[config.mk]
export PLATFORM = sky130hd
export DESIGN_NAME = rtc_bcd_to_unix_seconds_core
export DESIGN_NICKNAME = d
export VERILOG_FILES = /design/src/hdl/rbu_pkg.sv /design/src/hdl/rtc_bcd_to_unix_seconds_core.sv /design/src/hdl/rbu_decode.sv /design/src/hdl/rbu_days.sv /design/src/hdl/rbu_scale.sv
export VERILOG_INCLUDE_DIRS = /design/src /design/src/hdl
export SDC_FILE = /design/constraint.sdc
export NUM_CORES = 1
export LEC_CHECK = 0
export BUFFER_PORTS_ARGS = -buffer_cell sky130_fd_sc_hd__buf_2
export CELL_PAD_IN_SITES_DETAIL_PLACEMENT = 1
export CELL_PAD_IN_SITES_GLOBAL_PLACEMENT = 2
export CORE_MARGIN = 2
export CORE_UTILIZATION = 46
export CTS_BUF_LIST = sky130_fd_sc_hd__clkbuf_4 sky130_fd_sc_hd__clkbuf_8
export DETAILED_ROUTE_END_ITERATION = 16
export PLACE_DENSITY_LB_ADDON = 0.15
export SYNTH_ARGS = -nofsm -noshare
export SYNTH_HDL_FRONTEND = slang
export SYNTH_SLANG_ARGS = --single-unit
export TNS_END_PERCENT = 50
[constraint.sdc]
create_clock -name aclk -period 14.7 [get_ports aclk]
set_clock_uncertainty 0.2 [all_clocks]
set_input_delay 1.47 -clock aclk [delete_from_list [all_inputs] [get_ports aclk]]
set_output_delay 1.47 -clock aclk [all_outputs]
set_load 0.01 [all_outputs]
[src/hdl/rtc_bcd_to_unix_seconds_core_macros.svh]
// ----------------------------------------------------------------------------
// RTC BCD to Unix seconds: assertion macros
// Shared concurrent assertion forms used by the core's modules.
// ----------------------------------------------------------------------------
`ifndef RTC_BCD_TO_UNIX_SECONDS_CORE_MACROS_SVH
`define RTC_BCD_TO_UNIX_SECONDS_CORE_MACROS_SVH

// Same-cycle implication, disabled while reset is asserted.
`define RBU_ASSERT_IMPLY(label, clk, rstn, cond, prop) \
    label: assert property (@(posedge clk) disable iff (!(rstn)) (cond) |-> (prop)) \
        else $error("rbu: same-cycle implication failed");

// Next-cycle implication, disabled while reset is asserted.
`define RBU_ASSERT_NEXT(label, clk, rstn, cond, prop) \
    label: assert property (@(posedge clk) disable iff (!(rstn)) (cond) |=> (prop)) \
        else $error("rbu: next-cycle implication failed");

`endif

[src/hdl/rbu_pkg.sv]
// ----------------------------------------------------------------------------
// RTC BCD to Unix seconds: package
// Types, constants and small decode functions shared by the pipeline stages.
// ----------------------------------------------------------------------------
package rbu_pkg;

    // Raw register snapshot, seconds register in the lowest byte.
    typedef struct packed {
        logic [7:0] year_reg;
        logic [7:0] month_reg;
        logic [7:0] date_reg;
        logic [7:0] weekday_reg;
        logic [7:0] hours_reg;
        logic [7:0] minutes_reg;
        logic [7:0] seconds_reg;
    } raw_regs_t;

    // One checked register field.
    typedef struct packed {
        logic       ok;
        logic [6:0] val;
    } bcd_field_t;

    // Stage 1 result: checked fields in binary.
    typedef struct packed {
        logic       ok;
        logic [5:0] sec;
        logic [5:0] min;
        logic [4:0] hr;
        logic [4:0] day;
        logic [3:0] mon;
        logic [6:0] yr;
    } decoded_t;

    // Stage 2 result: day-count terms and seconds within the day.
    typedef struct packed {
        logic        ok;
        logic [16:0] hms;
        logic [15:0] yr_days;
        logic [4:0]  leap_days;
        logic [8:0]  mon_days;
        logic [4:0]  day;
    } partial_t;

    // Stage 3 result: days since the epoch and seconds within the day.
    typedef struct packed {
        logic        ok;
        logic [15:0] days;
        logic [16:0] hms;
    } day_count_t;

    // Reserved-bit and value masks of each register.
    localparam logic [7:0] SEC_RSV   = 8'h80;
    localparam logic [7:0] SEC_MASK  = 8'h7F;
    localparam logic [7:0] HR_RSV    = 8'hC0;
    localparam logic [7:0] HR_MASK   = 8'h3F;
    localparam logic [7:0] WD_RSV    = 8'hF8;
    localparam logic [7:0] WD_MASK   = 8'h07;
    localparam logic [7:0] DATE_RSV  = 8'hC0;
    localparam logic [7:0] DATE_MASK = 8'h3F;
    localparam logic [7:0] MON_RSV   = 8'h60;
    localparam logic [7:0] MON_MASK  = 8'h1F;
    localparam logic [7:0] YR_RSV    = 8'h00;
    localparam logic [7:0] YR_MASK   = 8'hFF;

    // Days from 1970-01-01 to 2000-01-01, and seconds per day.
    localparam logic [15:0] DAYS_TO_2000 = 16'd10957;
    localparam logic [31:0] SECS_PER_DAY = 32'd86400;
    localparam logic [16:0] SECS_PER_HR  = 17'd3600;
    localparam logic [16:0] SECS_PER_MIN = 17'd60;
    localparam logic [15:0] DAYS_PER_YR  = 16'd365;

    // Checks reserved bits, both BCD digits and the range; returns the value.
    function automatic bcd_field_t check_field(
        input logic [7:0] raw,
        input logic [7:0] rsv,
        input logic [7:0] vmask,
        input logic [6:0] lo,
        input logic [6:0] hi
    );
        logic [7:0] b;
        logic [3:0] tens;
        logic [3:0] ones;
        logic [6:0] v;
        bcd_field_t r;
        b    = raw & vmask;
        tens = b[7:4];
        ones = b[3:0];
        v    = 7'({3'b000, tens} << 3) + 7'({3'b000, tens} << 1) + 7'(ones);
        r.ok = ((raw & rsv) == 8'h00) && (tens <= 4'd9) && (ones <= 4'd9) &&
               (v >= lo) && (v <= hi);
        r.val = v;
        return r;
    endfunction

    // Length of a month in days.
    function automatic logic [4:0] month_len(input logic [3:0] mon, input logic leap);
        logic [4:0] len;
        case (mon)
            4'd2: begin
                len = leap ? 5'd29 : 5'd28;
            end
            4'd4, 4'd6, 4'd9, 4'd11: begin
                len = 5'd30;
            end
            default: begin
                len = 5'd31;
            end
        endcase
        return len;
    endfunction

    // Days of the year before the first of a month.
    function automatic logic [8:0] month_start(input logic [3:0] mon, input logic leap);
        logic [8:0] base;
        case (mon)
            4'd2:    base = 9'd31;
            4'd3:    base = 9'd59;
            4'd4:    base = 9'd90;
            4'd5:    base = 9'd120;
            4'd6:    base = 9'd151;
            4'd7:    base = 9'd181;
            4'd8:    base = 9'd212;
            4'd9:    base = 9'd243;
            4'd10:   base = 9'd273;
            4'd11:   base = 9'd304;
            4'd12:   base = 9'd334;
            default: base = 9'd0;
        endcase
        return base + 9'((leap && (mon > 4'd2)) ? 1 : 0);
    endfunction

endpackage

[src/hdl/rtc_bcd_to_unix_seconds_core.sv]
// ----------------------------------------------------------------------------
// RTC BCD to Unix seconds core
// Converts a raw BCD real-time-clock register snapshot to Unix seconds.
// ----------------------------------------------------------------------------
// Usage:
//   The slave channel carries one snapshot of the seven timekeeping bytes
//   per transfer in s_tdata. Each transfer yields exactly one master-side
//   transfer: m_tuser[0] is the validity flag and m_tdata the seconds since
//   1970-01-01 00:00:00 (zero when the snapshot is invalid).
//   The result passes through four register stages: field decode,
//   day-in-month check and day-count terms, day sum, and the day-to-seconds
//   multiply-add. Throughput is one snapshot per cycle while m_tready is
//   high; every stage has its own valid bit and loads whenever it is empty
//   or its data moves on.
//   When the receiver holds m_tready low, the result stays on the port and
//   the stages behind it fill up; s_tready falls only once every stage
//   holds data. Nothing is dropped or repeated.
//   Reset (aresetn low at a clock edge) empties all stages; the block
//   takes transfers from the first cycle after reset.
// ----------------------------------------------------------------------------
module rtc_bcd_to_unix_seconds_core
    import rbu_pkg::*;
(
    input  logic        aclk,
    input  logic        aresetn,
    // Slave channel.
    input  logic        s_tvalid,
    output logic        s_tready,
    // s_tdata from bit 0: seconds_reg, minutes_reg, hours_reg, weekday_reg,
    // date_reg, month_reg, year_reg (8 bits each).
    input  logic [55:0] s_tdata,
    // Master channel.
    output logic        m_tvalid,
    input  logic        m_tready,
    // m_tdata from bit 0: unix_seconds (32 bits).
    output logic [31:0] m_tdata,
    // m_tuser from bit 0: time_valid (1 bit).
    output logic [0:0]  m_tuser
);

    raw_regs_t  raw;
    logic       dec_valid;
    logic       dec_ready;
    decoded_t   dec_data;
    logic       day_valid;
    logic       day_ready;
    day_count_t day_data;
    logic       time_valid;

    assign raw = raw_regs_t'(s_tdata);

    // Stage 1: field checks and BCD decode.
    rbu_decode u_decode (
        .aclk      (aclk),
        .aresetn   (aresetn),
        .in_valid  (s_tvalid),
        .in_ready  (s_tready),
        .in_data   (raw),
        .out_valid (dec_valid),
        .out_ready (dec_ready),
        .out_data  (dec_data)
    );

    // Stages 2 and 3: calendar check and day count.
    rbu_days u_days (
        .aclk      (aclk),
        .aresetn   (aresetn),
        .in_valid  (dec_valid),
        .in_ready  (dec_ready),
        .in_data   (dec_data),
        .out_valid (day_valid),
        .out_ready (day_ready),
        .out_data  (day_data)
    );

    // Stage 4: seconds and the output register.
    rbu_scale u_scale (
        .aclk         (aclk),
        .aresetn      (aresetn),
        .in_valid     (day_valid),
        .in_ready     (day_ready),
        .in_data      (day_data),
        .out_valid    (m_tvalid),
        .out_ready    (m_tready),
        .time_valid   (time_valid),
        .unix_seconds (m_tdata)
    );

    assign m_tuser[0] = time_valid;

`include "rtc_bcd_to_unix_seconds_core_macros.svh"

    // An invalid snapshot always reports zero seconds.
    `RBU_ASSERT_IMPLY(a_invalid_zero, aclk, aresetn, m_tvalid && !m_tuser[0],
        m_tdata == 32'd0)

    // A valid result never passes the end of 2099.
    `RBU_ASSERT_IMPLY(a_max_seconds, aclk, aresetn, m_tvalid && m_tuser[0],
        m_tdata <= 32'd4102444799)

    // Input back-pressure only comes from a stalled output.
    `RBU_ASSERT_IMPLY(a_ready_cause, aclk, aresetn, !s_tready,
        m_tvalid && !m_tready)

    // A stalled result stays on the port unchanged.
    `RBU_ASSERT_NEXT(a_hold_stable, aclk, aresetn, m_tvalid && !m_tready,
        m_tvalid && $stable(m_tdata) && $stable(m_tuser))

endmodule

[src/hdl/rbu_decode.sv]
// ----------------------------------------------------------------------------
// RTC BCD to Unix seconds: field decode stage
// Checks every register byte and converts the BCD fields to binary.
// ----------------------------------------------------------------------------
module rbu_decode
    import rbu_pkg::*;
(
    input  logic      aclk,
    input  logic      aresetn,
    input  logic      in_valid,
    output logic      in_ready,
    input  raw_regs_t in_data,
    output logic      out_valid,
    input  logic      out_ready,
    output decoded_t  out_data
);

    logic       valid_reg;
    decoded_t   data_reg;
    decoded_t   data_next;
    bcd_field_t f_sec;
    bcd_field_t f_min;
    bcd_field_t f_hr;
    bcd_field_t f_wd;
    bcd_field_t f_day;
    bcd_field_t f_mon;
    bcd_field_t f_yr;

    // Per-register checks; the weekday only takes part in validity.
    always_comb begin
        f_sec = check_field(in_data.seconds_reg, SEC_RSV, SEC_MASK, 7'd0, 7'd59);
        f_min = check_field(in_data.minutes_reg, SEC_RSV, SEC_MASK, 7'd0, 7'd59);
        f_hr  = check_field(in_data.hours_reg, HR_RSV, HR_MASK, 7'd0, 7'd23);
        f_wd  = check_field(in_data.weekday_reg, WD_RSV, WD_MASK, 7'd1, 7'd7);
        f_day = check_field(in_data.date_reg, DATE_RSV, DATE_MASK, 7'd1, 7'd31);
        f_mon = check_field(in_data.month_reg, MON_RSV, MON_MASK, 7'd1, 7'd12);
        f_yr  = check_field(in_data.year_reg, YR_RSV, YR_MASK, 7'd0, 7'd99);
        data_next.ok  = f_sec.ok && f_min.ok && f_hr.ok && f_wd.ok &&
                        f_day.ok && f_mon.ok && f_yr.ok;
        data_next.sec = f_sec.val[5:0];
        data_next.min = f_min.val[5:0];
        data_next.hr  = f_hr.val[4:0];
        data_next.day = f_day.val[4:0];
        data_next.mon = f_mon.val[3:0];
        data_next.yr  = f_yr.val;
    end

    // The stage takes a new transfer when it is empty or its result moves on.
    assign in_ready  = !valid_reg || out_ready;
    assign out_valid = valid_reg;
    assign out_data  = data_reg;

    always_ff @(posedge aclk) begin
        if (!aresetn) begin
            valid_reg <= 1'b0;
        end else if (in_ready) begin
            valid_reg <= in_valid;
        end
    end

    always_ff @(posedge aclk) begin
        if (in_ready && in_valid) begin
            data_reg <= data_next;
        end
    end

`include "rtc_bcd_to_unix_seconds_core_macros.svh"

    // A valid decode has its date fields inside their calendar ranges.
    `RBU_ASSERT_IMPLY(a_dec_range, aclk, aresetn, valid_reg && data_reg.ok,
        (data_reg.mon >= 4'd1) && (data_reg.mon <= 4'd12) && (data_reg.day >= 5'd1))

endmodule

[src/hdl/rbu_days.sv]
// ----------------------------------------------------------------------------
// RTC BCD to Unix seconds: day count stages
// Checks the day against its month and sums days since 1970 over two stages.
// ----------------------------------------------------------------------------
module rbu_days
    import rbu_pkg::*;
(
    input  logic       aclk,
    input  logic       aresetn,
    input  logic       in_valid,
    output logic       in_ready,
    input  decoded_t   in_data,
    output logic       out_valid,
    input  logic       out_ready,
    output day_count_t out_data
);

    logic       s2_valid_reg;
    logic       s2_ready;
    partial_t   s2_reg;
    partial_t   s2_next;
    logic       s3_valid_reg;
    logic       s3_ready;
    day_count_t s3_reg;
    day_count_t s3_next;
    logic       leap;

    // Stage 2: leap year, day-in-month check and the day-count terms.
    // Years 2000 to 2099 are leap exactly when divisible by four.
    always_comb begin
        leap              = (in_data.yr[1:0] == 2'b00);
        s2_next.ok        = in_data.ok && (in_data.day <= month_len(in_data.mon, leap));
        s2_next.hms       = 17'(in_data.hr) * SECS_PER_HR + 17'(in_data.min) * SECS_PER_MIN
                          + 17'(in_data.sec);
        s2_next.yr_days   = 16'(in_data.yr) * DAYS_PER_YR;
        s2_next.leap_days = 5'((8'(in_data.yr) + 8'd3) >> 2);
        s2_next.mon_days  = month_start(in_data.mon, leap);
        s2_next.day       = in_data.day;
    end

    // Stage 3: days since the epoch.
    always_comb begin
        s3_next.ok   = s2_reg.ok;
        s3_next.days = DAYS_TO_2000 + s2_reg.yr_days + 16'(s2_reg.leap_days)
                     + 16'(s2_reg.mon_days) + 16'(s2_reg.day) - 16'd1;
        s3_next.hms  = s2_reg.hms;
    end

    // Each stage advances when empty or when the stage after it takes its data.
    assign s3_ready  = !s3_valid_reg || out_ready;
    assign s2_ready  = !s2_valid_reg || s3_ready;
    assign in_ready  = s2_ready;
    assign out_valid = s3_valid_reg;
    assign out_data  = s3_reg;

    always_ff @(posedge aclk) begin
        if (!aresetn) begin
            s2_valid_reg <= 1'b0;
            s3_valid_reg <= 1'b0;
        end else begin
            if (s2_ready) begin
                s2_valid_reg <= in_valid;
            end
            if (s3_ready) begin
                s3_valid_reg <= s2_valid_reg;
            end
        end
    end

    always_ff @(posedge aclk) begin
        if (s2_ready && in_valid) begin
            s2_reg <= s2_next;
        end
        if (s3_ready && s2_valid_reg) begin
            s3_reg <= s3_next;
        end
    end

endmodule

[src/hdl/rbu_scale.sv]
// ----------------------------------------------------------------------------
// RTC BCD to Unix seconds: output stage
// Scales days to seconds, adds the time of day and zeroes invalid results.
// ----------------------------------------------------------------------------
module rbu_scale
    import rbu_pkg::*;
(
    input  logic        aclk,
    input  logic        aresetn,
    input  logic        in_valid,
    output logic        in_ready,
    input  day_count_t  in_data,
    output logic        out_valid,
    input  logic        out_ready,
    output logic        time_valid,
    output logic [31:0] unix_seconds
);

    logic        valid_reg;
    logic        ok_reg;
    logic [31:0] secs_reg;
    logic [31:0] secs_next;

    // One constant multiply and one add; the result is at most 4102444799.
    assign secs_next = in_data.ok ? (32'(in_data.days) * SECS_PER_DAY + 32'(in_data.hms))
                                  : 32'd0;

    assign in_ready     = !valid_reg || out_ready;
    assign out_valid    = valid_reg;
    assign time_valid   = ok_reg;
    assign unix_seconds = secs_reg;

    always_ff @(posedge aclk) begin
        if (!aresetn) begin
            valid_reg <= 1'b0;
        end else if (in_ready) begin
            valid_reg <= in_valid;
        end
    end

    always_ff @(posedge aclk) begin
        if (in_ready && in_valid) begin
            ok_reg   <= in_data.ok;
            secs_reg <= secs_next;
        end
    end

endmodule
After elaboration in Yosys (flattened, before gate mapping)
Memory sizes are Yosys's and may differ from the RTL's. A register that Yosys moved wholly into a read port is not among the register bits.
Cells that the tools add are included.
{"block": "classes", "n_eq_ne": 5, "n_reduce_logical": 54, "magnitude_cmp": 29, "add_sub_neg": 22, "n_mux": 4, "mul": 4}
{"op": "8-bit logical NOT", "count": 6}
{"op": "7-bit by 4-bit adder with 7-bit output", "count": 6}
{"op": "7-bit by 1-bit greater-or-equal comparator with 1-bit output, second input constant", "count": 6}
{"op": "1-bit logical AND", "count": 38}
{"op": "16-bit by 5-bit adder with 16-bit output", "count": 2}
{"op": "32-bit by 17-bit adder with 32-bit output", "count": 1}
{"op": "4-bit less-or-equal comparator, second input constant", "count": 7}
{"op": "16-bit by 10-bit multiplier with 25-bit output, second input constant", "count": 1}
{"op": "17-bit by 12-bit adder with 17-bit output", "count": 1}
{"op": "17-bit by 6-bit adder with 17-bit output", "count": 1}
{"op": "14-bit by 16-bit adder with 16-bit output, first input constant", "count": 1}
{"op": "16-bit by 9-bit adder with 16-bit output", "count": 1}
{"op": "7-bit by 9-bit multiplier with 16-bit output, second input constant", "count": 1}
{"op": "16-bit by 1-bit subtractor with 16-bit output, second input constant", "count": 1}
{"op": "6-bit by 4-bit adder with 7-bit output", "count": 2}
{"op": "7-bit by 5-bit less-or-equal comparator with 1-bit output, second input constant", "count": 2}
{"op": "7-bit by 6-bit less-or-equal comparator with 1-bit output, second input constant", "count": 2}
{"op": "5-bit by 8-bit multiplier with 13-bit output, second input constant", "count": 1}
{"op": "5-bit by 3-bit adder with 6-bit output", "count": 2}
{"op": "3-bit by 4-bit less-or-equal comparator with 1-bit output, second input constant", "count": 3}
{"op": "6-bit by 4-bit multiplier with 10-bit output, second input constant", "count": 1}
{"op": "5-bit case mux with 2 select lines", "count": 1}
{"op": "9-bit adder", "count": 1}
{"op": "4-bit by 3-bit == test with 1-bit output, second input constant", "count": 2}
{"op": "other kinds (19)", "count": 28}
{"block": "word_totals", "regBits": 158, "output_inout_bits": 35, "n_memories": 1, "romBits": 144}
{"memory": "(no name shown)", "depth": 16, "width": 9, "rd": 1, "rd_clocked_by_memory_dff": 1, "wr": 0, "line": "rbu_pkg.sv:116", "rtl": "case (mon)"}

Logic depth before layout (Yosys ltp)
Gate-level depths: netlist (run 1).
{"block": "depth", "word_depth": 11, "depth_mapped": 21, "ltp_nobuf": 20}

By module
A second synthesis (run 1) with hierarchy kept.
{"block": "hier_totals", "cells_unflattened": 1274, "area_unflattened_um2": 14061.0}
{"mod": "rbu_days", "cells_per_inst": 611, "seq_area_each_um2": 2652.5, "area_each_um2": 7166.9, "n_inst": 1}
{"mod": "rbu_scale", "cells_per_inst": 510, "seq_area_each_um2": 1011.0, "area_each_um2": 4814.6, "n_inst": 1}
{"mod": "rbu_decode", "cells_per_inst": 153, "seq_area_each_um2": 1041.0, "area_each_um2": 2079.5, "n_inst": 1}

Least setup slack after synthesis (run 1)
Ideal clock, no wire load.
{"block": "synth_timing", "kind": "input port to flip-flop", "startpoint": "input m_tready", "endpoint": "register u_days.s2_reg[0] (netlist bit) (enable)", "path_stages": 2, "required_ns": 13.955, "t_arrival_ns": 5.568, "setup_slack_ns": 8.387, "cell_sequence": "and3b_1 a21boi_0"}
{"block": "synth_via", "elab_chain_len": 4}
{"item": "from (decl)", "line": "rtc_bcd_to_unix_seconds_core.sv:34", "rtl": "input logic m_tready,"}
{"item": "1-bit logical OR", "line": "rbu_scale.sv:28", "rtl": "assign in_ready = !valid_reg || out_ready;"}
{"item": "1-bit logical OR", "line": "rbu_days.sv:50", "rtl": "assign s3_ready = !s3_valid_reg || out_ready;"}
{"item": "1-bit logical OR", "line": "rbu_days.sv:51", "rtl": "assign s2_ready = !s2_valid_reg || s3_ready;"}
{"item": "1-bit logical AND", "line": "rbu_days.sv:71", "rtl": "if (s2_ready && in_valid) begin"}
{"item": "to (signal assigned)", "line": "rbu_days.sv:72", "rtl": "s2_reg <= s2_next;"}
{"item": "to (decl)", "line": "rbu_days.sv:20", "rtl": "partial_t s2_reg;"}
Every way passes these cells.
A chain may end at the register's enable or synchronous reset.

Final worst setup path (run 1)
{"block": "layout_timing", "startpoint": "register u_days.s3_reg, in the netlist u_days.out_data[25]", "endpoint": "register u_scale.secs_reg[30] (netlist: u_scale.unix_seconds[30]), data pin"}
{"block": "layout_via", "elab_chain_len": 2}
{"item": "from (decl)", "line": "rbu_days.sv:24", "rtl": "day_count_t s3_reg;"}
{"item": "from (signal assigned)", "line": "rbu_days.sv:75", "rtl": "s3_reg <= s3_next;"}
{"item": "16-bit by 10-bit multiplier with 25-bit output", "line": "rbu_scale.sv:25", "rtl": "assign secs_next = in_data.ok ? (32'(in_data.days) * SECS_PER_DAY + 32'(in_data.hms))"}
{"item": "32-bit by 17-bit adder with 32-bit output", "line": "rbu_scale.sv:25"}
{"item": "to (signal assigned)", "line": "rbu_scale.sv:44", "rtl": "secs_reg <= secs_next;"}
{"item": "to (decl)", "line": "rbu_scale.sv:21", "rtl": "logic [31:0] secs_reg;"}
Every way passes these cells.

==> results of run 1 <==
==> synth_stat cells, drive strengths merged (5+ instances only) <==
library cell  number  area share (%)
ha               254              22
inv              199             5.2
edfxtp           154              32
xnor2             79             4.8
fa                78              11
a21oi             69             2.5
nand2             51             1.3
nor2              46             1.2
o21ai             39             1.4
a21o              34             1.8
nor3              26            0.91
nand3             21            0.77
xor2              19             1.2
nand4             18            0.83
and2              17            0.75
o21a              14            0.79
dfxtp             13             1.8
nor2b             13            0.57
a211oi            11            0.61
o211ai            11            0.61
o21bai            11            0.60
nor4              10            0.44
o31ai             10            0.53
nand2b             9            0.39
o41ai              7            0.43
or2                7            0.31
or4                7            0.38
a21boi             6            0.31
and3               6            0.26
buf                6            0.27
clkbuf             6            0.23
mux2i              6            0.42
or3                6            0.26
a31oi              5            0.22
==> logic make-up after synthesis <==
| kind of cell | after synthesis | share of synthesized area (%) |
|---|---|---|
| adders and majority gates | 332 | 33.15 |
| and+or+nand+nor | 244 | 8.838 |
| AOI/OAI and AO/OA | 246 | 11.60 |
| xor gates and xnor gates | 98 | 6.003 |
| muxes | 7 | 0.4988 |
| DFF | 167 | 34.16 |
| buffers and inverters | 212 | 5.749 |
==> worst paths after layout <==
path / slack (ns) / cells after the start / end / start
setup reg to reg: 8.53 / 16 / u_scale.unix_seconds[30]$_SDFFCE_PN0P_ / u_days.out_data[25]$_DFFE_PP_
hold reg to reg: 0.23 / 0 / u_days.out_data[33]$_DFFE_PP_ / u_days.s2_reg[52]$_DFFE_PP_
hold / removal: 0.23 / 0 / u_days.out_data[33]$_DFFE_PP_ / u_days.s2_reg[52]$_DFFE_PP_
setup / recovery: 8.53 / 16 / u_scale.unix_seconds[30]$_SDFFCE_PN0P_ / u_days.out_data[25]$_DFFE_PP_
==> per-stage QoR <==
| step | hold WS (ns) | instances | setup WS [ns] | instance area (um2) | utilization, % |
|---|---|---|---|---|---|
| final | 0.2251 | 1819 | 8.532 | 15670 | 51.24 |
| after CTS | 0.2287 | 1817 | 8.446 | 15670 | 51.22 |
| after global routing | 0.2405 | 1817 | 8.235 | 15670 | 51.22 |
| after detailed placement | 0.2063 | 1785 | 8.445 | 15230 | 49.79 |
| after floorplan | 0.2003 | 1306 | 8.387 | 14300 | - |
| after global placement | 0.2023 | 1785 | 8.545 | 15230 | 49.79 |
==> cells in the final DEF, fill, tap and decap left out, types with 26 or more instances in the layout <==
cell / instances
sky130_fd_sc_hd__a21o_1: 33
sky130_fd_sc_hd__xnor2_1: 79
sky130_fd_sc_hd__edfxtp_1: 154
sky130_fd_sc_hd__nor3_1: 26
sky130_fd_sc_hd__a21oi_1: 67
sky130_fd_sc_hd__inv_1: 199
sky130_fd_sc_hd__ha_1: 254
sky130_fd_sc_hd__fa_1: 78
sky130_fd_sc_hd__buf_2: 93
sky130_fd_sc_hd__nand2_1: 51
sky130_fd_sc_hd__nor2_1: 46
sky130_fd_sc_hd__o21ai_0: 37
==> worst max-delay path, stage by stage (launching register included) <==
cell                       delay, ns
sky130_fd_sc_hd__edfxtp_1       0.52
sky130_fd_sc_hd__ha_1           0.34
sky130_fd_sc_hd__fa_1           0.54
sky130_fd_sc_hd__fa_1           0.43
sky130_fd_sc_hd__ha_1           0.30
sky130_fd_sc_hd__inv_1          0.05
sky130_fd_sc_hd__fa_1           0.50
sky130_fd_sc_hd__inv_1          0.04
sky130_fd_sc_hd__ha_1           0.53
sky130_fd_sc_hd__and4_1         0.33
sky130_fd_sc_hd__nand3_1        0.09
sky130_fd_sc_hd__nor3_1         0.47
sky130_fd_sc_hd__nor3_1         0.13
sky130_fd_sc_hd__xnor2_1        0.52
sky130_fd_sc_hd__nand4_1        0.32
sky130_fd_sc_hd__or4_1          0.53
sky130_fd_sc_hd__a21oi_1        0.15
==> layer usage <==
metal	global-route usage (%)	wire length [um]	vias to the layer above	part of all wire [%]
met5	0	0	-	0
met4	5.032	448	0	1.5
met3	2.910	861	30	2.8
met2	35.86	15680	131	51
met1	23.86	13700	4707	45
li1	-	-	4837	-
==> area by class of cell <==
class | count | area (um2)
antenna | 2 | 5.005
clock buffer | 21 | 264.0
clock inverter | 11 | 175.2
fill | 3410 | 14920
inverter | 200 | 750.7
multi-input combinational | 927 | 8618
sequential | 167 | 4885
tap | 396 | 495.5
timing repair buffer | 95 | 480.5
==> Implementation_results.wiki, run 1 <==
{| class="wikitable"
! Metric !! Value
|-
| EDFF count, synth || between 150 and 200
|-
| Mean instance size in the synthesized netlist || roughly 11 um2
|-
| Final clock period utilization by the worst path || between 40% and 50%
|-
| Violation count after the first detailed-routing iteration || approximately 330
|-
| Drt drc || 0
|-
| Combined area of all synthesized cells || between 10000 and 15000 um2
|-
| Flop and latch count out of synthesis || approximately 170
|-
| Clock buffer count from CTS || 17
|-
| Slew at the pin with the worst max-slew slack || 1.230 ns
|-
| Proportion of synthesized flip-flops having asynchronous set or reset || 0%
|-
| Net total in the final layout || 1800
|-
| Number of maximum-capacitance constraint violations || 0
|-
| RSZ-0062 raised after global routing || false
|-
| # Post-CTS Setup Buffers || 0
|-
| Final hold violation count || 0
|-
| Average wire length per cell after detail routing || 16.87 um
|-
| Sequential area share after synthesis || 34.16%
|-
| Drt first pass iters || 4
|-
| Endpoint kind of the worst setup timing path || flip-flop
|-
| Half-perimeter wire length after detailed placement || around 25000 um
|-
| Standard-cell rows || between 60 and 70
|-
| Clock root buffer || sky130_fd_sc_hd__clkbuf_8
|-
| Data arrival time at the worst-slack endpoint || around 6.3 ns
|-
| Core Footprint || ~31000 um2
|-
| Number of different library cells in the post-synthesis netlist || 76
|-
| Run status || completed
|-
| Critical path fanouts, max || 13
|-
| Flip-flop count of the largest register after layout || between 50 and 60
|-
| Class of the most critical hold timing path || reg -> reg
|-
| Gate count after technology mapping || approximately 1300
|-
| Die width || approximately 180 um
|-
| Clock tree from TritonCTS || built
|-
| H-tree depth reported by CTS || 4
|-
| Total negative slack || 0 ns
|-
| Slew HR || around 16%
|-
| Startpoint kind of the worst setup timing path || flip-flop
|-
| Starting density of the core || 46.74%
|-
| Highest attainable clock frequency || between 150 and 200 MHz
|-
| Placer congestion estimate || approximately 0.84
|-
| I/O pins || 95
|-
| Hold_buf cts || 0
|-
| Post-synth net total || around 1700
|-
| Routed via count divided by cell count || approximately 5.3
|-
| Synth Warn # || 0
|-
| Vias in the first global route || roughly 10000
|-
| Insertion delay of the later-clocked pin in the worst-skew pair || between 0.4 and 0.5 ns
|-
| Worst setup path class || reg -> reg
|-
| Number of antenna violations at the first check in global routing || 1
|-
| Pin count of the biggest net entering global routing || 38
|-
| Floorplan die height || between 150 and 200 um
|-
| Wire length of the first global-routing pass || just over 50000 um
|-
| Via total after detailed routing || slightly below 10000
|-
| Global routing usage summed across all routing layers || approximately a fifth
|-
| Post-layout minimum cycle time || 6.168 ns
|-
| Post-detailed-routing wire length || just over 30000 um
|-
| Final Max Slew Viols || 0
|-
| Data required time at the worst endpoint || roughly 15 ns
|-
| Setup-failing EPs final || 0
|-
| Number of sinks driven by the clock tree || about 170
|-
| Number of buffers on the longest clock path || 2
|-
| Area Growth Syn to Fin || 9.617%
|-
| I/O Buffers || between 90 and 100
|-
| GRT Residual Overflow || 0
|-
| Post-DRT Antenna Nets || 0
|-
| Layout cell share with drive strength beyond 1 || around 11%
|-
| Resized cells post-CTS || 0
|-
| Primary FF master, synth || sky130_fd_sc_hd__edfxtp_1
|-
| Clock-pin slew on the worst setup and hold paths || approximately 0.090 ns
|-
| Area enclosed by the die boundary || about 33000 um2
|}
Power of run 1 is left out: the tool's default activity adds up to more than one toggle a clock period on the data nets, which glitch-free logic cannot reach.
==> run 2, diff against run 1 <==
--- a/config.mk
+++ b/config.mk
@@ -10,7 +10,7 @@
 export CELL_PAD_IN_SITES_DETAIL_PLACEMENT = 1
 export CELL_PAD_IN_SITES_GLOBAL_PLACEMENT = 2
 export CORE_MARGIN = 2
-export CORE_UTILIZATION = 46
+export CORE_UTILIZATION = 39
 export CTS_BUF_LIST = sky130_fd_sc_hd__clkbuf_4 sky130_fd_sc_hd__clkbuf_8
 export DETAILED_ROUTE_END_ITERATION = 16
 export PLACE_DENSITY_LB_ADDON = 0.15
==> constraint.sdc (replaced) <==
create_clock -name aclk -period 5.1 [get_ports aclk]
set_clock_uncertainty 0.2 [all_clocks]
set_input_delay 0.51 -clock aclk [delete_from_list [all_inputs] [get_ports aclk]]
set_output_delay 0.51 -clock aclk [all_outputs]
set_load 0.01 [all_outputs]
==> run 2 against run 1 <==
  * The run now ends with setup timing left
  * Worst setup slack got worse by 8.8 ns
  * First-iteration DRC count decreased by 18%
  * Cell area increased by 10%
  * Sequential cell count unchanged
  * Largest cell class unchanged
==> Implementation_results.wiki, run 2 (synthesis gave the netlist of run 1 again) <==
{| class="wikitable"
! Metric !! Value
|-
| Placer congestion estimate || between 0.8 and 0.9
|-
| Setup-failing EPs final || 9
|-
| Crit Reg-Reg Endpoint || u_scale.unix_seconds[26]$_SDFFCE_PN0P_
|-
| Floorplan die height || a little under 200 um
|-
| Run status || finished with violations
|-
| Via total after detailed routing || approximately 10000
|-
| I/O pins || 95
|-
| Critical R2R Launch || u_days.out_data[21]$_DFFE_PP_
|-
| Final clock period utilization by the worst path || 104.6%
|-
| Number of antenna violations at the first check in global routing || 0
|-
| Setup slack after placement || -0.4285 ns
|-
| Drt drc || 0
|-
| Insertion delay of the later-clocked pin in the worst-skew pair || 0.50 ns
|-
| Placed cell area || between 15000 and 20000 um2
|-
| Standard-cell rows || 70
|-
| Minimum hold slack || between 0.06 and 0.07 ns
|-
| Critical path's top delay family || adder cells
|-
| Fraction of the core area covered by cells at the end of the flow || 47.50%
|-
| Final Max Slew Viols || 0
|-
| Area enclosed by the die boundary || between 30000 and 40000 um2
|-
| Layout cell share with drive strength beyond 1 || roughly 22%
|-
| Data required time at the worst endpoint || ~5.2 ns
|-
| RSZ-0062 raised after global routing || true
|-
| Starting density of the core || between 30% and 40%
|-
| Die width || about 200 um
|-
| Slew at the pin with the worst max-slew slack || roughly 1.0 ns
|-
| Area Growth Syn to Fin || 20.76%
|-
| H-tree depth reported by CTS || 4
|-
| Violation count after the first detailed-routing iteration || around 270
|-
| Startpoint kind of the worst setup timing path || flip-flop
|-
| Setup slack on the worst flop-to-flop path || -0.23 ns
|-
| Clock buffer count from CTS || 17
|-
| End point of the most critical hold path || u_decode.out_data[11]$_DFFE_PP_
|-
| Crit path largest cell delay || roughly 0.57 ns
|-
| Net total in the final layout || a little under 2000
|-
| GRT Residual Overflow || 0
|-
| Most common cell after layout, fill and taps aside || sky130_fd_sc_hd__ha_1
|-
| Average wire length per cell after detail routing || around 16 um
|-
| Global routing usage summed across all routing layers || between 10% and 20%
|-
| Hold wc startpoint || s_tdata[32]
|-
| Slew HR || 31.02%
|-
| Vias in the first global route || 11214
|-
| Highest attainable clock frequency || roughly 190 MHz
|-
| CP most frequent cell || sky130_fd_sc_hd__fa_1
|-
| Post-detailed-routing wire length || approximately 33000 um
|-
| Worst path setup slack after routing || -0.2343 ns
|-
| Clock tree from TritonCTS || built
|-
| Violations in the final reports || setup timing
|-
| Clock root buffer || sky130_fd_sc_hd__clkbuf_8
|-
| Number of buffers on the longest clock path || 2
|-
| Clock-pin slew on the worst setup and hold paths || around 0.09 ns
|-
| Half-perimeter wire length after detailed placement || ~27000 um
|-
| Worst setup path class || reg -> reg
|-
| Number of maximum-capacitance constraint violations || 0
|-
| Flip-flop count of the largest register after layout || 53
|-
| Routed via count divided by cell count || 5.083
|-
| Post-route cell area || ~17000 um2
|-
| Pin count of the biggest net entering global routing || 39
|-
| Diode insertion count for antenna repair || 0
|-
| Drt first pass iters || 4
|-
| I/O Buffers || slightly above 90
|-
| Cells along the critical path || ha_1 > fa_1 > fa_1 > ha_1 > inv_2 > fa_1 > inv_2 > ha_4 > nand2_4 > o21ai_4 > mux2i_1 > o41a_2 > nand4_4 > or4_4 > buf_6 > or3_4 > a21oi_2
|-
| FF-to-FF path depth || 17
|-
| Critical path's slowest cell || sky130_fd_sc_hd__or4_4
|-
| Post-layout minimum cycle time || between 5 and 6 ns
|-
| Buffer and inverter count on the worst path || 3
|-
| Number of sinks driven by the clock tree || around 170
|-
| Worst hold path stage count || 1
|-
| Final hold violation count || 0
|-
| Data arrival time at the worst-slack endpoint || about 5.5 ns
|-
| Critical path fanouts, max || 6
|-
| Class of the most critical hold timing path || in -> reg
|-
| Wire length of the first global-routing pass || approximately 55000 um
|-
| Core Footprint || approximately 36000 um2
|-
| Top library cells by usage in the layout, fill and taps aside || 242 x sky130_fd_sc_hd__ha_1, 191 x sky130_fd_sc_hd__inv_1, 154 x sky130_fd_sc_hd__edfxtp_1
|-
| Post-DRT Antenna Nets || 0
|-
| Endpoint kind of the worst setup timing path || flip-flop
|}
==> run 2: what timing repair did <==
item	CTS	global route
endpoints found under the hold margin	5	0
gates resized for setup	47	47
hold buffers	5	0
endpoints found under the setup margin	10	16
setup buffers	14	6
pin swaps	48	24
==> run 2: worst max-delay path by stage <==
stage / from / to / slack (ns) / cells after the start
floorplan: u_days.out_data[20]$_DFFE_PP_ / u_scale.unix_seconds[30]$_SDFFCE_PN0P_ / -0.20 / 19
global placement: u_days.out_data[20]$_DFFE_PP_ / u_scale.unix_seconds[30]$_SDFFCE_PN0P_ / -0.24 / 20
detailed placement: u_days.out_data[20]$_DFFE_PP_ / u_scale.unix_seconds[31]$_SDFFCE_PN0P_ / -0.43 / 21
CTS: u_days.out_data[24]$_DFFE_PP_ / u_scale.unix_seconds[31]$_SDFFCE_PN0P_ / -0.22 / 18
global route: u_days.out_data[21]$_DFFE_PP_ / u_scale.unix_seconds[30]$_SDFFCE_PN0P_ / -0.43 / 19
finish: u_days.out_data[21]$_DFFE_PP_ / u_scale.unix_seconds[26]$_SDFFCE_PN0P_ / -0.23 / 17
==> run 2: layer usage <==
layer	wire, um	GRT usage, %	vias up
li1	-	-	5082
met1	14490	21.87	4977
met2	16630	32.95	142
met3	903	2.712	42
met4	587	5.457	0
met5	0	0	-
==> run 2: worst register-to-register path: cells and delay by family, from the launching register on <==
kind                       cells  cell delay [ns]
and+or+nand+nor                4             1.09
DFF                            1             0.48
muxes                          1             0.23
adders and majority gates      6             2.38
AOI/OAI and AO/OA              3             0.56
buffers and inverters          3             0.25
==> run 2: area by class of cell <==
| cell class | count | area (um2) |
|---|---|---|
| Clock inverter | 14 | 166.4 |
| Inverter | 200 | 750.7 |
| Tap cell | 468 | 585.6 |
| Multi-Input combinational cell | 927 | 9154 |
| Fill cell | 3953 | 19080 |
| Timing Repair Buffer | 221 | 1484 |
| Clock buffer | 18 | 241.5 |
| Sequential cell | 167 | 4885 |
==> run 2: per-stage QoR <==
step	TNS, ns	cells
after floorplan	-0.3492	1306
after global placement	-1.498	1958
after detailed placement	-2.499	1958
after CTS	-0.8044	2009
after global routing	-3.060	2015
final	-1.228	2015
Power of run 2 is left out for the same reason.
==> run 3, diff against run 2 <==
--- a/config.mk
+++ b/config.mk
@@ -10,7 +10,7 @@
 export CELL_PAD_IN_SITES_DETAIL_PLACEMENT = 1
 export CELL_PAD_IN_SITES_GLOBAL_PLACEMENT = 2
 export CORE_MARGIN = 2
-export CORE_UTILIZATION = 39
+export CORE_UTILIZATION = 43
 export CTS_BUF_LIST = sky130_fd_sc_hd__clkbuf_4 sky130_fd_sc_hd__clkbuf_8
 export DETAILED_ROUTE_END_ITERATION = 16
 export PLACE_DENSITY_LB_ADDON = 0.15
==> constraint.sdc (replaced) <==
create_clock -name aclk -period 5.2 [get_ports aclk]
set_clock_uncertainty 0.2 [all_clocks]
set_input_delay 0.52 -clock aclk [delete_from_list [all_inputs] [get_ports aclk]]
set_output_delay 0.52 -clock aclk [all_outputs]
set_load 0.01 [all_outputs]
==> run 3 against run 2 <==
  * Sequential cell count unchanged
  * Global-route usage rose by 1.4 points
  * Sequential share of layout area increased by 0.22 points
  * Core utilization increased by 5.0 points
  * Fmax down 0.16%
  * The flow still finishes with violations (setup timing)
  * First-iteration DRC count increased by 15%
  * Hold slack got worse by 0.013 ns
  * Largest cell class unchanged
==> Implementation_results.wiki, run 3 (synthesis gave the netlist of run 1 again) <==
{| class="wikitable"
! Metric !! Value
|-
| Run status || finished with violations
|-
| Violations in the final reports || setup timing
|-
| Crit path largest cell delay || 0.58 ns
|-
| FF-to-FF path depth || 18
|-
| I/O pins || 95
|-
| Post-detailed-routing wire length || 32830 um
|-
| Pin count of the biggest net entering global routing || 38
|-
| Highest metal layer used by the detailed router || met4
|-
| Wire length of the first global-routing pass || between 50000 and 60000 um
|-
| Number of buffers on the longest clock path || 2
|-
| Area Growth Syn to Fin || 19.83%
|-
| GRT Residual Overflow || 0
|-
| Average wire length per cell after detail routing || about 17 um
|-
| Clock buffer count from CTS || 17
|-
| Clock-pin slew on the worst setup and hold paths || 0.10 ns
|-
| Highest attainable clock frequency || roughly 190 MHz
|-
| Data arrival time at the worst-slack endpoint || roughly 5.5 ns
|-
| Violation count after the first detailed-routing iteration || just over 300
|-
| Vias in the first global route || around 11000
|-
| Cells along the critical path || buf_6 > ha_4 > fa_2 > fa_2 > ha_4 > inv_2 > fa_1 > inv_2 > ha_4 > o211ai_1 > nand2_1 > buf_4 > o21ai_2 > o21bai_2 > nand4_2 > or4_4 > or4_4 > a21oi_2
|-
| Worst path setup slack after routing || -0.1429 ns
|-
| Length of routed wiring on met1 || ~14000 um
|-
| Number of antenna violations at the first check in global routing || 0
|-
| Area enclosed by the die boundary || between 30000 and 40000 um2
|-
| Final hold violation count || 0
|-
| Slew at the pin with the worst max-slew slack || 1.213 ns
|-
| Class of the most critical hold timing path || in -> reg
|-
| End point of the most critical hold path || u_decode.out_data[7]$_DFFE_PP_
|-
| Routed via count divided by cell count || roughly 5.1
|-
| Critical path's top delay family || adder cells
|-
| I/O Buffers || 93
|-
| H-tree depth reported by CTS || 4
|-
| Top library cells by usage in the layout, fill and taps aside || 237 x sky130_fd_sc_hd__ha_1, 194 x sky130_fd_sc_hd__inv_1, 154 x sky130_fd_sc_hd__edfxtp_1
|-
| Clock tree from TritonCTS || built
|-
| Flip-flop count of the largest register after layout || 53
|-
| Net total in the final layout || 1919
|-
| Half-perimeter wire length after detailed placement || ~27000 um
|-
| Area taken by flip-flops and latches || between 4000 and 5000 um2
|-
| Met2 layer wire length in the routed design || ~17000 um
|-
| Endpoint kind of the worst setup timing path || flip-flop
|-
| Critical path fanouts, max || 4
|-
| Die width || 186.4 um
|-
| Critical path's slowest cell || sky130_fd_sc_hd__fa_2
|-
| Buffer and inverter count on the worst path || 4
|-
| Filler Cells Inserted || 3527
|-
| Worst setup path class || reg -> reg
|-
| Layout cell share with drive strength beyond 1 || 22.01%
|-
| Final clock period utilization by the worst path || 102.7%
|-
| Diode insertion count for antenna repair || 0
|-
| Startpoint kind of the worst setup timing path || flip-flop
|-
| RSZ-0062 raised after global routing || true
|-
| Post-layout minimum cycle time || 5.343 ns
|-
| Starting density of the core || 43.84%
|-
| Global routing usage summed across all routing layers || about a fifth
|-
| Core Footprint || 32620 um2
|-
| Clock root buffer || sky130_fd_sc_hd__clkbuf_8
|-
| Drt drc || 0
|-
| Total negative slack || -0.3726 ns
|-
| Hold wc startpoint || s_tdata[40]
|-
| Placer congestion estimate || 0.8789
|-
| Via total after detailed routing || just over 10000
|-
| Floorplan die height || 186.4 um
|-
| Worst hold path stage count || 1
|-
| Drt first pass iters || 4
|-
| Standard-cell rows || 66
|-
| Routed wl met3 || slightly above 700 um
|-
| Slew HR || between 10% and 20%
|-
| Post-DRT Antenna Nets || 0
|-
| CP most frequent cell || sky130_fd_sc_hd__ha_4
|-
| Insertion delay of the later-clocked pin in the worst-skew pair || 0.49 ns
|-
| Number of maximum-capacitance constraint violations || 0
|-
| Data required time at the worst endpoint || about 5.3 ns
|-
| Placed cell area || approximately 16000 um2
|-
| Final Max Slew Viols || 0
|-
| Number of sinks driven by the clock tree || approximately 170
|-
| Critical R2R Launch || u_days.out_data[20]$_DFFE_PP_
|-
| Crit Reg-Reg Endpoint || u_scale.unix_seconds[30]$_SDFFCE_PN0P_
|-
| Setup slack on the worst flop-to-flop path || -0.14 ns
|-
| Most common cell after layout, fill and taps aside || sky130_fd_sc_hd__ha_1
|-
| Post-route cell area || approximately 17000 um2
|-
| Setup-failing EPs final || 4
|-
| Combined area of the multi-input logic cells || 9164 um2
|}
==> run 3: cell types whose count changed in the layout (fill, tap and decap cells not counted), moves of 4 or more <==
cell                    before  now
sky130_fd_sc_hd__buf_6      10    6
sky130_fd_sc_hd__ha_1      242  237
sky130_fd_sc_hd__ha_4       10   17
sky130_fd_sc_hd__inv_4       0    4
==> run 3: worst max path at each step <==
stage                             startpoint                                     end  slack [ns]  cells after the start
6_report       u_days.out_data[20]$_DFFE_PP_  u_scale.unix_seconds[30]$_SDFFCE_PN0P_       -0.14                     18
5_1_grt        u_days.out_data[20]$_DFFE_PP_  u_scale.unix_seconds[30]$_SDFFCE_PN0P_       -0.31                     18
2_1_floorplan  u_days.out_data[18]$_DFFE_PP_  u_scale.unix_seconds[30]$_SDFFCE_PN0P_       -0.12                     19
4_1_cts        u_days.out_data[20]$_DFFE_PP_  u_scale.unix_seconds[30]$_SDFFCE_PN0P_        -0.1                     17
3_3_place_gp   u_days.out_data[20]$_DFFE_PP_  u_scale.unix_seconds[30]$_SDFFCE_PN0P_       -0.25                     19
3_5_place_dp   u_days.out_data[23]$_DFFE_PP_  u_scale.unix_seconds[31]$_SDFFCE_PN0P_       -0.36                     17
==> run 3: final cells by class <==
type | count | area share, %
timing repair buffer | 214 | 8.223
inverter | 200 | 4.381
multi-input combinational | 927 | 53.48
sequential | 167 | 28.51
tap | 442 | 3.228
clock inverter | 11 | 0.5623
clock buffer | 21 | 1.614
==> run 3: timing repair <==
action                                  CTS  global route
resized for setup                        63            31
hold buffers                              5             0
pin swaps                                52            22
hold endpoints to repair                  5             0
endpoints found under the setup margin   12            13
setup buffers                            14             5
==> run 3: metrics by stage <==
stage          utilization, %  hold WS (ns)  cells  setup slack [ns]
5_1_grt                 52.53       0.01593   1982           -0.3105
4_1_cts                 51.81      0.003839   1977          -0.09956
6_report                52.53       0.04687   1982           -0.1429
3_5_place_dp            49.14        0.2056   1926           -0.3630
2_1_floorplan               -        0.2003   1306           -0.1222
3_3_place_gp            49.14        0.2028   1926           -0.2480
==> run 3: metal layers <==
layer / up-vias / global-route usage [%]
met1: 4949 / 23.21
met2: 129 / 36.11
met3: 41 / 2.708
li1: 5071 / -
met4: 0 / 6.031
met5: - / 0
Power of run 3 is left out for the same reason.
